## src/pst_pkg.sv

```systemverilog
// Package for the prime sieve table unit: sizes, item payloads and the
// command/status structs between controller and datapath. No dependencies.
package pst_pkg;

    // Sizing
    localparam int MAX_LIMIT   = 1024;
    localparam int TABLE_DEPTH = 256;

    localparam int LIM_W  = $clog2(MAX_LIMIT + 1);    // holds 0..MAX_LIMIT
    localparam int BIT_AW = $clog2(MAX_LIMIT);        // bitmap address
    localparam int TAB_AW = $clog2(TABLE_DEPTH);      // prime table address
    localparam int CNT_W  = $clog2(TABLE_DEPTH + 1);  // holds 0..TABLE_DEPTH

    // Fixed field widths of the item payloads
    localparam int KIND_W   = 1;
    localparam int LIMIT_W  = 11;
    localparam int INDEX_W  = 8;
    localparam int VALUE_W  = 10;
    localparam int COUNT_W  = 8;

    // Command kinds
    localparam logic [KIND_W-1:0] KIND_SIEVE = 1'b0;
    localparam logic [KIND_W-1:0] KIND_READ  = 1'b1;

    typedef struct packed {
        logic [KIND_W-1:0]  kind;
        logic [LIMIT_W-1:0] limit;
        logic [INDEX_W-1:0] index;
    } t_in_item;

    typedef struct packed {
        logic [VALUE_W-1:0] prime_value;
        logic               in_range;
        logic [COUNT_W-1:0] prime_count;
        logic [LIMIT_W-1:0] stored_limit;
    } t_out_item;

    typedef struct packed {
        logic load;         // capture input item, clear counters
        logic init_step;    // write one bitmap entry, advance p
        logic p_set2;       // restart p at the first prime
        logic p_inc;        // advance p
        logic strike_start; // m <= p*p
        logic strike_step;  // clear bitmap[m], m <= m + p
        logic col_wr;       // store p if marked, advance p
        logic commit;       // publish the new count
        logic out_load;     // load the output register
    } t_dp_cmd;

    typedef struct packed {
        logic kind;
        logic p_lt_lim;
        logic sq_lt_lim;
        logic m_lt_lim;
        logic bit_set;
        logic out_free;
    } t_dp_status;

endpackage

```

## src/pst_in_if.sv

```systemverilog
// Input channel of the prime sieve table unit: valid/ready plus request payload.
// Depends on pst_pkg.
interface pst_in_if;
    import pst_pkg::*;

    logic     valid;
    logic     ready;
    t_in_item payload;

    modport source (output valid, output payload, input ready);
    modport sink   (input valid, input payload, output ready);
endinterface

```

## src/pst_out_if.sv

```systemverilog
// Output channel of the prime sieve table unit: valid/ready plus result payload.
// Depends on pst_pkg.
interface pst_out_if;
    import pst_pkg::*;

    logic      valid;
    logic      ready;
    t_out_item payload;

    modport source (output valid, output payload, input ready);
    modport sink   (input valid, input payload, output ready);
endinterface

```

## src/prime_sieve_table_unit.sv

```systemverilog
// Prime sieve table unit, top level: controller, datapath and channel wiring.
// Uses pst_pkg, pst_in_if, pst_out_if, pst_ctrl, pst_datapath.
//
// A sieve request (kind 0) initialises a 1024-entry candidate bitmap up to the
// limit, strikes multiples of each unstruck p with p*p below the limit, and
// collects all primes below the limit into a 256-entry table. Its result
// carries the new count and stored limit. A read request (kind 1) returns the
// stored prime at an index, its in-range flag, the count and the limit.
// One request is in work at a time; the next one is taken while a result
// still waits in the output register. The init pass and the strike loop
// make one bitmap access per cycle; the collect pass visits each candidate
// in a read state and then a write state, as it waits on the registered
// bitmap read.
module prime_sieve_table_unit (
    input  logic       i_clk,
    input  logic       i_rst_n,
    pst_in_if.sink     i_req,
    pst_out_if.source  o_rsp
);
    import pst_pkg::*;

    t_dp_cmd    w_cmd;
    t_dp_status w_status;
    logic       w_in_ready;

    pst_ctrl u_ctrl (
        .i_clk      (i_clk),
        .i_rst_n    (i_rst_n),
        .i_in_valid (i_req.valid),
        .i_in_read  (i_req.payload.kind == KIND_READ),
        .o_in_ready (w_in_ready),
        .i_status   (w_status),
        .o_cmd      (w_cmd)
    );

    pst_datapath u_datapath (
        .i_clk       (i_clk),
        .i_rst_n     (i_rst_n),
        .i_in_item   (i_req.payload),
        .i_cmd       (w_cmd),
        .o_status    (w_status),
        .i_out_ready (o_rsp.ready),
        .o_out_valid (o_rsp.valid),
        .o_out_item  (o_rsp.payload)
    );

    assign i_req.ready = w_in_ready;
endmodule

```

## src/pst_ram.sv

```systemverilog
// Generic single-write, single-read RAM with registered read data.
// No dependencies.
module pst_ram #(
    parameter int WIDTH = 8,
    parameter int DEPTH = 256
) (
    input  logic                     i_clk,
    input  logic                     i_we,
    input  logic [$clog2(DEPTH)-1:0] i_waddr,
    input  logic [WIDTH-1:0]         i_wdata,
    input  logic [$clog2(DEPTH)-1:0] i_raddr,
    output logic [WIDTH-1:0]         o_rdata
);
    logic [WIDTH-1:0] r_mem [DEPTH];
    logic [WIDTH-1:0] r_rdata;

    always_ff @(posedge i_clk) begin
        if (i_we) begin
            r_mem[i_waddr] <= i_wdata;
        end
        r_rdata <= r_mem[i_raddr];
    end

    assign o_rdata = r_rdata;
endmodule

```

## src/pst_datapath.sv

```systemverilog
// Datapath of the prime sieve table unit: counters, candidate bitmap RAM,
// prime table RAM, stored count/limit and the output register. Uses pst_pkg, pst_ram.
module pst_datapath (
    input  logic                  i_clk,
    input  logic                  i_rst_n,
    input  pst_pkg::t_in_item     i_in_item,
    input  pst_pkg::t_dp_cmd      i_cmd,
    output pst_pkg::t_dp_status   o_status,
    input  logic                  i_out_ready,
    output logic                  o_out_valid,
    output pst_pkg::t_out_item    o_out_item
);
    import pst_pkg::*;

    logic [KIND_W-1:0]  r_kind;
    logic [LIM_W-1:0]   r_lim;
    logic [INDEX_W-1:0] r_idx;
    logic [LIM_W-1:0]   r_p;
    logic [LIM_W:0]     r_m;
    logic [CNT_W-1:0]   r_cnt;
    logic [CNT_W-1:0]   r_count;
    logic [LIM_W-1:0]   r_last_limit;
    logic               r_out_valid;
    t_out_item          r_out_item;

    logic [LIM_W-1:0]   w_lim_sat;
    logic [2*LIM_W-1:0] w_sq;
    logic               w_bit;
    logic               w_bit_we;
    logic [BIT_AW-1:0]  w_bit_waddr;
    logic               w_bit_wdata;
    logic               w_full;
    logic               w_tab_we;
    logic [BIT_AW-1:0]  w_tab_rdata;
    logic               w_in_range;

    // Limits above the bitmap size saturate
    assign w_lim_sat = (32'(i_in_item.limit) > MAX_LIMIT) ? LIM_W'(MAX_LIMIT)
                                                           : LIM_W'(i_in_item.limit);

    assign w_sq = (2*LIM_W)'(r_p) * (2*LIM_W)'(r_p);

    assign w_bit_we    = i_cmd.init_step | i_cmd.strike_step;
    assign w_bit_waddr = i_cmd.init_step ? r_p[BIT_AW-1:0] : r_m[BIT_AW-1:0];
    assign w_bit_wdata = i_cmd.init_step & (r_p >= LIM_W'(2));

    pst_ram #(
        .WIDTH (1),
        .DEPTH (MAX_LIMIT)
    ) u_bitmap (
        .i_clk   (i_clk),
        .i_we    (w_bit_we),
        .i_waddr (w_bit_waddr),
        .i_wdata (w_bit_wdata),
        .i_raddr (r_p[BIT_AW-1:0]),
        .o_rdata (w_bit)
    );

    assign w_full   = (r_cnt >= CNT_W'(TABLE_DEPTH));
    assign w_tab_we = i_cmd.col_wr & w_bit & ~w_full;

    pst_ram #(
        .WIDTH (BIT_AW),
        .DEPTH (TABLE_DEPTH)
    ) u_table (
        .i_clk   (i_clk),
        .i_we    (w_tab_we),
        .i_waddr (r_cnt[TAB_AW-1:0]),
        .i_wdata (r_p[BIT_AW-1:0]),
        .i_raddr (TAB_AW'(r_idx)),
        .o_rdata (w_tab_rdata)
    );

    assign w_in_range = (r_kind == KIND_READ) &&
                        (32'(r_idx) < 32'(r_count)) &&
                        (32'(r_idx) < TABLE_DEPTH);

    // Control state
    always_ff @(posedge i_clk) begin
        if (!i_rst_n) begin
            r_count      <= '0;
            r_last_limit <= '0;
            r_out_valid  <= 1'b0;
        end else begin
            if (i_cmd.load && i_in_item.kind == KIND_SIEVE) begin
                r_last_limit <= w_lim_sat;
            end
            if (i_cmd.commit) begin
                r_count <= r_cnt;
            end
            if (i_cmd.out_load) begin
                r_out_valid <= 1'b1;
            end else if (i_out_ready) begin
                r_out_valid <= 1'b0;
            end
        end
    end

    // Working registers
    always_ff @(posedge i_clk) begin
        if (i_cmd.load) begin
            r_kind <= i_in_item.kind;
            r_lim  <= w_lim_sat;
            r_idx  <= i_in_item.index;
            r_cnt  <= '0;
        end else if (w_tab_we) begin
            r_cnt <= r_cnt + CNT_W'(1);
        end

        if (i_cmd.load) begin
            r_p <= '0;
        end else if (i_cmd.p_set2) begin
            r_p <= LIM_W'(2);
        end else if (i_cmd.init_step || i_cmd.p_inc || i_cmd.col_wr) begin
            r_p <= r_p + LIM_W'(1);
        end

        if (i_cmd.strike_start) begin
            r_m <= (LIM_W+1)'(w_sq);
        end else if (i_cmd.strike_step) begin
            r_m <= r_m + (LIM_W+1)'(r_p);
        end

        if (i_cmd.out_load) begin
            r_out_item.prime_value  <= w_in_range ? VALUE_W'(w_tab_rdata) : '0;
            r_out_item.in_range     <= w_in_range;
            r_out_item.prime_count  <= COUNT_W'(r_count);
            r_out_item.stored_limit <= LIMIT_W'(r_last_limit);
        end
    end

    assign o_status.kind      = (r_kind == KIND_READ);
    assign o_status.p_lt_lim  = (r_p < r_lim);
    assign o_status.sq_lt_lim = (w_sq < (2*LIM_W)'(r_lim));
    assign o_status.m_lt_lim  = (r_m < (LIM_W+1)'(r_lim));
    assign o_status.bit_set   = w_bit;
    assign o_status.out_free  = ~r_out_valid | i_out_ready;

    assign o_out_valid = r_out_valid;
    assign o_out_item  = r_out_item;
endmodule

```

## src/pst_ctrl.sv

```systemverilog
// Controller of the prime sieve table unit: one-hot state machine that
// sequences init, strike, collect and read phases. Uses pst_pkg.
module pst_ctrl (
    input  logic                 i_clk,
    input  logic                 i_rst_n,
    input  logic                 i_in_valid,
    input  logic                 i_in_read,
    output logic                 o_in_ready,
    input  pst_pkg::t_dp_status  i_status,
    output pst_pkg::t_dp_cmd     o_cmd
);
    import pst_pkg::*;

    typedef enum logic [8:0] {
        S_IDLE    = 9'b000000001,
        S_INIT    = 9'b000000010,
        S_STR_CHK = 9'b000000100,
        S_STR_TST = 9'b000001000,
        S_STRIKE  = 9'b000010000,
        S_COL_RD  = 9'b000100000,
        S_COL_WR  = 9'b001000000,
        S_RD      = 9'b010000000,
        S_DONE    = 9'b100000000
    } t_state;

    t_state r_state;
    t_state n_state;

    always_ff @(posedge i_clk) begin
        if (!i_rst_n) begin
            r_state <= S_IDLE;
        end else begin
            r_state <= n_state;
        end
    end

    assign o_in_ready = (r_state == S_IDLE);

    always_comb begin
        n_state = r_state;
        o_cmd   = '0;
        unique case (r_state)
            S_IDLE: begin
                if (i_in_valid) begin
                    o_cmd.load = 1'b1;
                    n_state    = i_in_read ? S_RD : S_INIT;
                end
            end
            S_INIT: begin
                if (i_status.p_lt_lim) begin
                    o_cmd.init_step = 1'b1;
                end else begin
                    o_cmd.p_set2 = 1'b1;
                    n_state      = S_STR_CHK;
                end
            end
            S_STR_CHK: begin
                // bitmap read of p is issued here, data arrives next cycle
                if (i_status.sq_lt_lim) begin
                    n_state = S_STR_TST;
                end else begin
                    o_cmd.p_set2 = 1'b1;
                    n_state      = S_COL_RD;
                end
            end
            S_STR_TST: begin
                if (i_status.bit_set) begin
                    o_cmd.strike_start = 1'b1;
                    n_state            = S_STRIKE;
                end else begin
                    o_cmd.p_inc = 1'b1;
                    n_state     = S_STR_CHK;
                end
            end
            S_STRIKE: begin
                if (i_status.m_lt_lim) begin
                    o_cmd.strike_step = 1'b1;
                end else begin
                    o_cmd.p_inc = 1'b1;
                    n_state     = S_STR_CHK;
                end
            end
            S_COL_RD: begin
                if (i_status.p_lt_lim) begin
                    n_state = S_COL_WR;
                end else begin
                    o_cmd.commit = 1'b1;
                    n_state      = S_DONE;
                end
            end
            S_COL_WR: begin
                o_cmd.col_wr = 1'b1;
                n_state      = S_COL_RD;
            end
            S_RD: begin
                n_state = S_DONE;
            end
            S_DONE: begin
                // hold until the output register can take the result
                if (i_status.out_free) begin
                    o_cmd.out_load = 1'b1;
                    n_state        = S_IDLE;
                end
            end
            default: begin
                n_state = S_IDLE;
            end
        endcase
    end
endmodule
```

## src/flat_wrapper.sv

```systemverilog
// flat-port wrapper written by rule: the top's interface ports become plain ports
module prime_sieve_table_unit_flat import pst_pkg::*;
  (i_clk, i_rst_n, i_req_valid, i_req_payload, i_req_ready, o_rsp_valid, o_rsp_payload, o_rsp_ready);
  pst_in_if i_req_i ();
  pst_out_if o_rsp_i ();
  input  logic i_clk;
  input  logic i_rst_n;
  input wire logic [$bits(i_req_i.valid)-1:0] i_req_valid;
  input wire logic [$bits(i_req_i.payload)-1:0] i_req_payload;
  output wire logic [$bits(i_req_i.ready)-1:0] i_req_ready;
  output wire logic [$bits(o_rsp_i.valid)-1:0] o_rsp_valid;
  output wire logic [$bits(o_rsp_i.payload)-1:0] o_rsp_payload;
  input wire logic [$bits(o_rsp_i.ready)-1:0] o_rsp_ready;
  assign i_req_i.valid = i_req_valid;
  assign i_req_i.payload = i_req_payload;
  assign i_req_ready = i_req_i.ready;
  assign o_rsp_valid = o_rsp_i.valid;
  assign o_rsp_payload = o_rsp_i.payload;
  assign o_rsp_i.ready = o_rsp_ready;
  prime_sieve_table_unit u_core (.i_clk(i_clk), .i_rst_n(i_rst_n), .i_req(i_req_i), .o_rsp(o_rsp_i));
endmodule
```

## config.mk

```make
export PLATFORM = sky130hd
export DESIGN_NAME = prime_sieve_table_unit_flat
export DESIGN_NICKNAME = d
export VERILOG_FILES = /design/src/pst_pkg.sv /design/src/pst_in_if.sv /design/src/pst_out_if.sv /design/src/prime_sieve_table_unit.sv /design/src/pst_ram.sv /design/src/pst_datapath.sv /design/src/pst_ctrl.sv /design/src/flat_wrapper.sv
export SDC_FILE = /design/constraint.sdc
export NUM_CORES = 2
export LEC_CHECK = 0
export BUFFER_PORTS_ARGS = -buffer_cell sky130_fd_sc_hd__buf_2
export CAP_MARGIN = 0
export CORE_ASPECT_RATIO = 0.9
export CORE_MARGIN = 2
export CORE_UTILIZATION = 50
export CTS_CLUSTER_DIAMETER = 60
export DETAILED_ROUTE_END_ITERATION = 6
export PLACE_DENSITY = 0.63
export SLEW_MARGIN = 15
export SYNTH_ARGS = -nofsm -noshare
export SYNTH_HDL_FRONTEND = slang
export SYNTH_SLANG_ARGS = --single-unit
```

## constraint.sdc

```tcl
create_clock -name i_clk -period 38.2 [get_ports i_clk]
set_clock_uncertainty 0.05 [all_clocks]
set_input_delay 1.91 -clock i_clk [delete_from_list [all_inputs] [get_ports i_clk]]
set_output_delay 1.91 -clock i_clk [all_outputs]
set_load 0.03 [all_outputs]
```

==> results.json <==
{
  "grt_max_degree": 268,
  "avgViaCountPerCell": 6.29,
  "async_flop_share_pct": 0,
  "cts.clk_slew.worst_paths_ns": 0.06,
  "syn_inst": 7850,
  "post_cts_resized": 0,
  "synth_area_um2": 151000,
  "postCtsSetupBuffers": 0,
  "track_usage_pct": 24.4,
  "layout_common_cells": "3646 x edfxtp_1, 1341 x nor2_1, 1105 x mux4_2",
  "required_ns": 38.96,
  "maxClockFrequency_mhz": 129,
  "synth_edf_count": 3646,
  "core_area_um2": 301000,
  "fin_setup_tns_ns": 0,
  "drt-met1-wl_um": 153000,
  "numClockSinks": 3707,
  "path_max_fanout": 48,
  "clockBufferDepth": 4,
  "final_nets": 8126,
  "cts_tree": "built",
  "fin_crit_ns": 7.73,
  "die_width_um": 584,
  "ioPinCount": 56,
  "finalPower_mw": 8.25,
  "avgSynthCellArea_um2": 19.3,
  "ys_seq_area_share_pct": 73.2,
  "setup_viol": 0,
  "cts_buffers": 370,
  "antenna_found_initial": 28,
  "drc": 0,
  "ys_types": 76,
  "dieArea_um2": 307000,
  "critPathArrivalTime_ns": 8.49,
  "overflow": 0,
  "drt-initial-drc-count": 9693,
  "wl_um": 377000,
  "layout-drive-gt1-share_pct": 24.1,
  "finalMaxSlewViolations": 0,
  "wl_met3_um": 40900,
  "hold_path_class": "register to register",
  "clk_latency_ns": 0.95,
  "synthesis.nets": 8043,
  "synth-seq-cells": 3707,
  "grt_pass1_vias": 76090,
  "initial_core_util_pct": 50.3,
  "maxUsedRoutingLayer": "met5",
  "startpoint_type": "register",
  "leakagePower_nw": 55.1,
  "power_density_nw_per_um2": 49.2,
  "dr_wl_met2_um": 172000,
  "dpl.hpwl_um": 215000,
  "status": "finished clean",
  "grt_setup_unrepaired": "no",
  "timing.max_cap.violations": 0,
  "die_h_um": 526,
  "layout_commonest_cell": "edfxtp_1",
  "avgRoutedWirePerCell_um": 30.9,
  "crit_path_end_kind": "register",
  "std_cell_rows": 191,
  "worstSetupPathType": "register to register",
  "htree_levels": 5,
  "vias": 76614,
  "cts_root_buf": "clkbuf_16",
  "yosysWarnings": 0,
  "relSlewSlack_pct": 17.0,
  "grt_pass1_wl_um": 540000,
  "fin_crit_sh_pct": 20.2,
  "area_growth_pct": 10.8,
  "max-vdd-ir-drop_uv": 41.2,
  "gp_congestion": 0.828,
  "drt_first_pass_iters": 6,
  "hold_viol_final": 0,
  "numPortBuffers": 55,
  "worst_pin_slew_ns": 1.24,
  "ant_nets": 0,
  "ctsHoldBuffers": 0,
  "ys.flop_type": "edfxtp_1"
}
[metal layers]
layer / global-route usage, % / vias to the layer above
met5: 0.469 / -
met1: 35.6 / 40878
met2: 36.2 / 3678
li1: - / 31423
met3: 6.83 / 620
met4: 7.10 / 15
[layout make-up]
class | instances | area (µm²)
Tap cell | 3956 | 4950
Clock buffer | 451 | 9800
Sequential cell | 3707 | 111000
Clock inverter | 207 | 1650
Inverter | 136 | 510
Fill cell | 22511 | 133000
Multi-Input combinational cell | 3460 | 38000
Antenna cell | 12 | 30.0
Timing Repair Buffer | 258 | 1970
[power breakdown]
part | internal [mW] | switching (mW)
Combinational | 0.151 | 0.190
Clock | 1.97 | 1.52
Sequential | 4.41 | 0.00653
[kinds of logic after synthesis]
family,synth area share (%)
adder cells (fa/ha/maj),1.72
XOR/XNOR,0.243
other,0.00497
buffers and inverters,1.83
AO/OA/AOI/OAI,1.65
AND/OR/NAND/NOR,4.72
flip-flops,73.2
multiplexers,16.6
[state kept, by name (all words and copies together), names as in the netlist]
| register | flops |
|---|---|
| u_core.u_datapath.o_out_item | 30 |
| u_core.u_datapath.u_table.o_rdata | 10 |
| u_core.u_datapath.u_bitmap.o_rdata | 1 |
| u_core.u_ctrl.r_state | 9 |
| u_core.u_datapath.u_bitmap.r_mem | 1024 |
| u_core.u_datapath.r_last_limit | 11 |
| u_core.u_datapath.r_idx | 8 |
| u_core.u_datapath.r_m | 12 |
| u_core.u_datapath.r_cnt | 9 |
| u_core.u_datapath.r_count | 9 |
| u_core.u_datapath.o_out_valid | 1 |
| u_core.u_datapath.r_lim | 11 |
| u_core.u_datapath.r_kind | 1 |
| u_core.u_datapath.r_p | 11 |
| u_core.u_datapath.u_table.r_mem | 2560 |
[critical path: stages, from the launching register on]
cell and delay (ns):
dfxtp_4 0.77, buf_4 0.83, nand2_1 0.28, fa_1 0.49
fa_1 0.40, inv_1 0.09, fa_1 0.42, fa_1 0.55
inv_1 0.05, fa_1 0.47, inv_1 0.04, ha_1 0.23
or4_1 0.52, o22ai_1 0.19, xnor2_1 0.11, ha_1 0.21
a21oi_1 0.12, o221ai_1 0.12, a2111oi_0 0.42, nand3_1 0.14
nor4_1 0.41, a41oi_1 0.32, nor4_1 0.31
[cells in the mapped netlist (all sizes together), types with 24 or more instances]
library cell,number,area (µm²)
a21oi,76,384
a221oi,30,263
a22o,30,263
a22oi,62,465
and2,41,257
buf,222,1030
clkbuf,325,1220
dfxtp,61,1220
edfxtp,3646,109000
fa,64,1280
ha,105,1310
inv,133,499
mux4,1105,24900
nand2,187,722
nand3,24,120
nor2,1374,5160
nor2b,27,169
nor3,26,130
o21ai,42,214
xnor2,27,236
[final timing paths]
check	cells after the start	startpoint	slack, ns	endpoint
worst min-delay path	0	u_core.u_datapath.r_last_limit[4]	0.38	u_core.u_datapath.o_out_item[4]
worst max-delay path	22	u_core.u_datapath.r_p[1]	30.47	u_core.u_datapath.r_p[4]
worst min register to register	0	u_core.u_datapath.r_last_limit[4]	0.38	u_core.u_datapath.o_out_item[4]
worst max register to register	22	u_core.u_datapath.r_p[1]	30.47	u_core.u_datapath.r_p[4]
[stage by stage]
stage          std cells  utilization (%)  worst slack [ns]  hold WS, ns  area (µm²)
4_1_cts            12175             55.7             30.57        0.381      168000
3_3_place_gp       11516             51.9             30.60        0.363      156000
6_report           12187             55.7             30.47        0.379      168000
5_1_grt            12182             55.7             30.09        0.387      168000
2_1_floorplan       7850                -             15.78        0.358      151000
3_5_place_dp       11517             51.9             30.61        0.367      156000
Note: power is estimated with default switching activity, not from simulation.
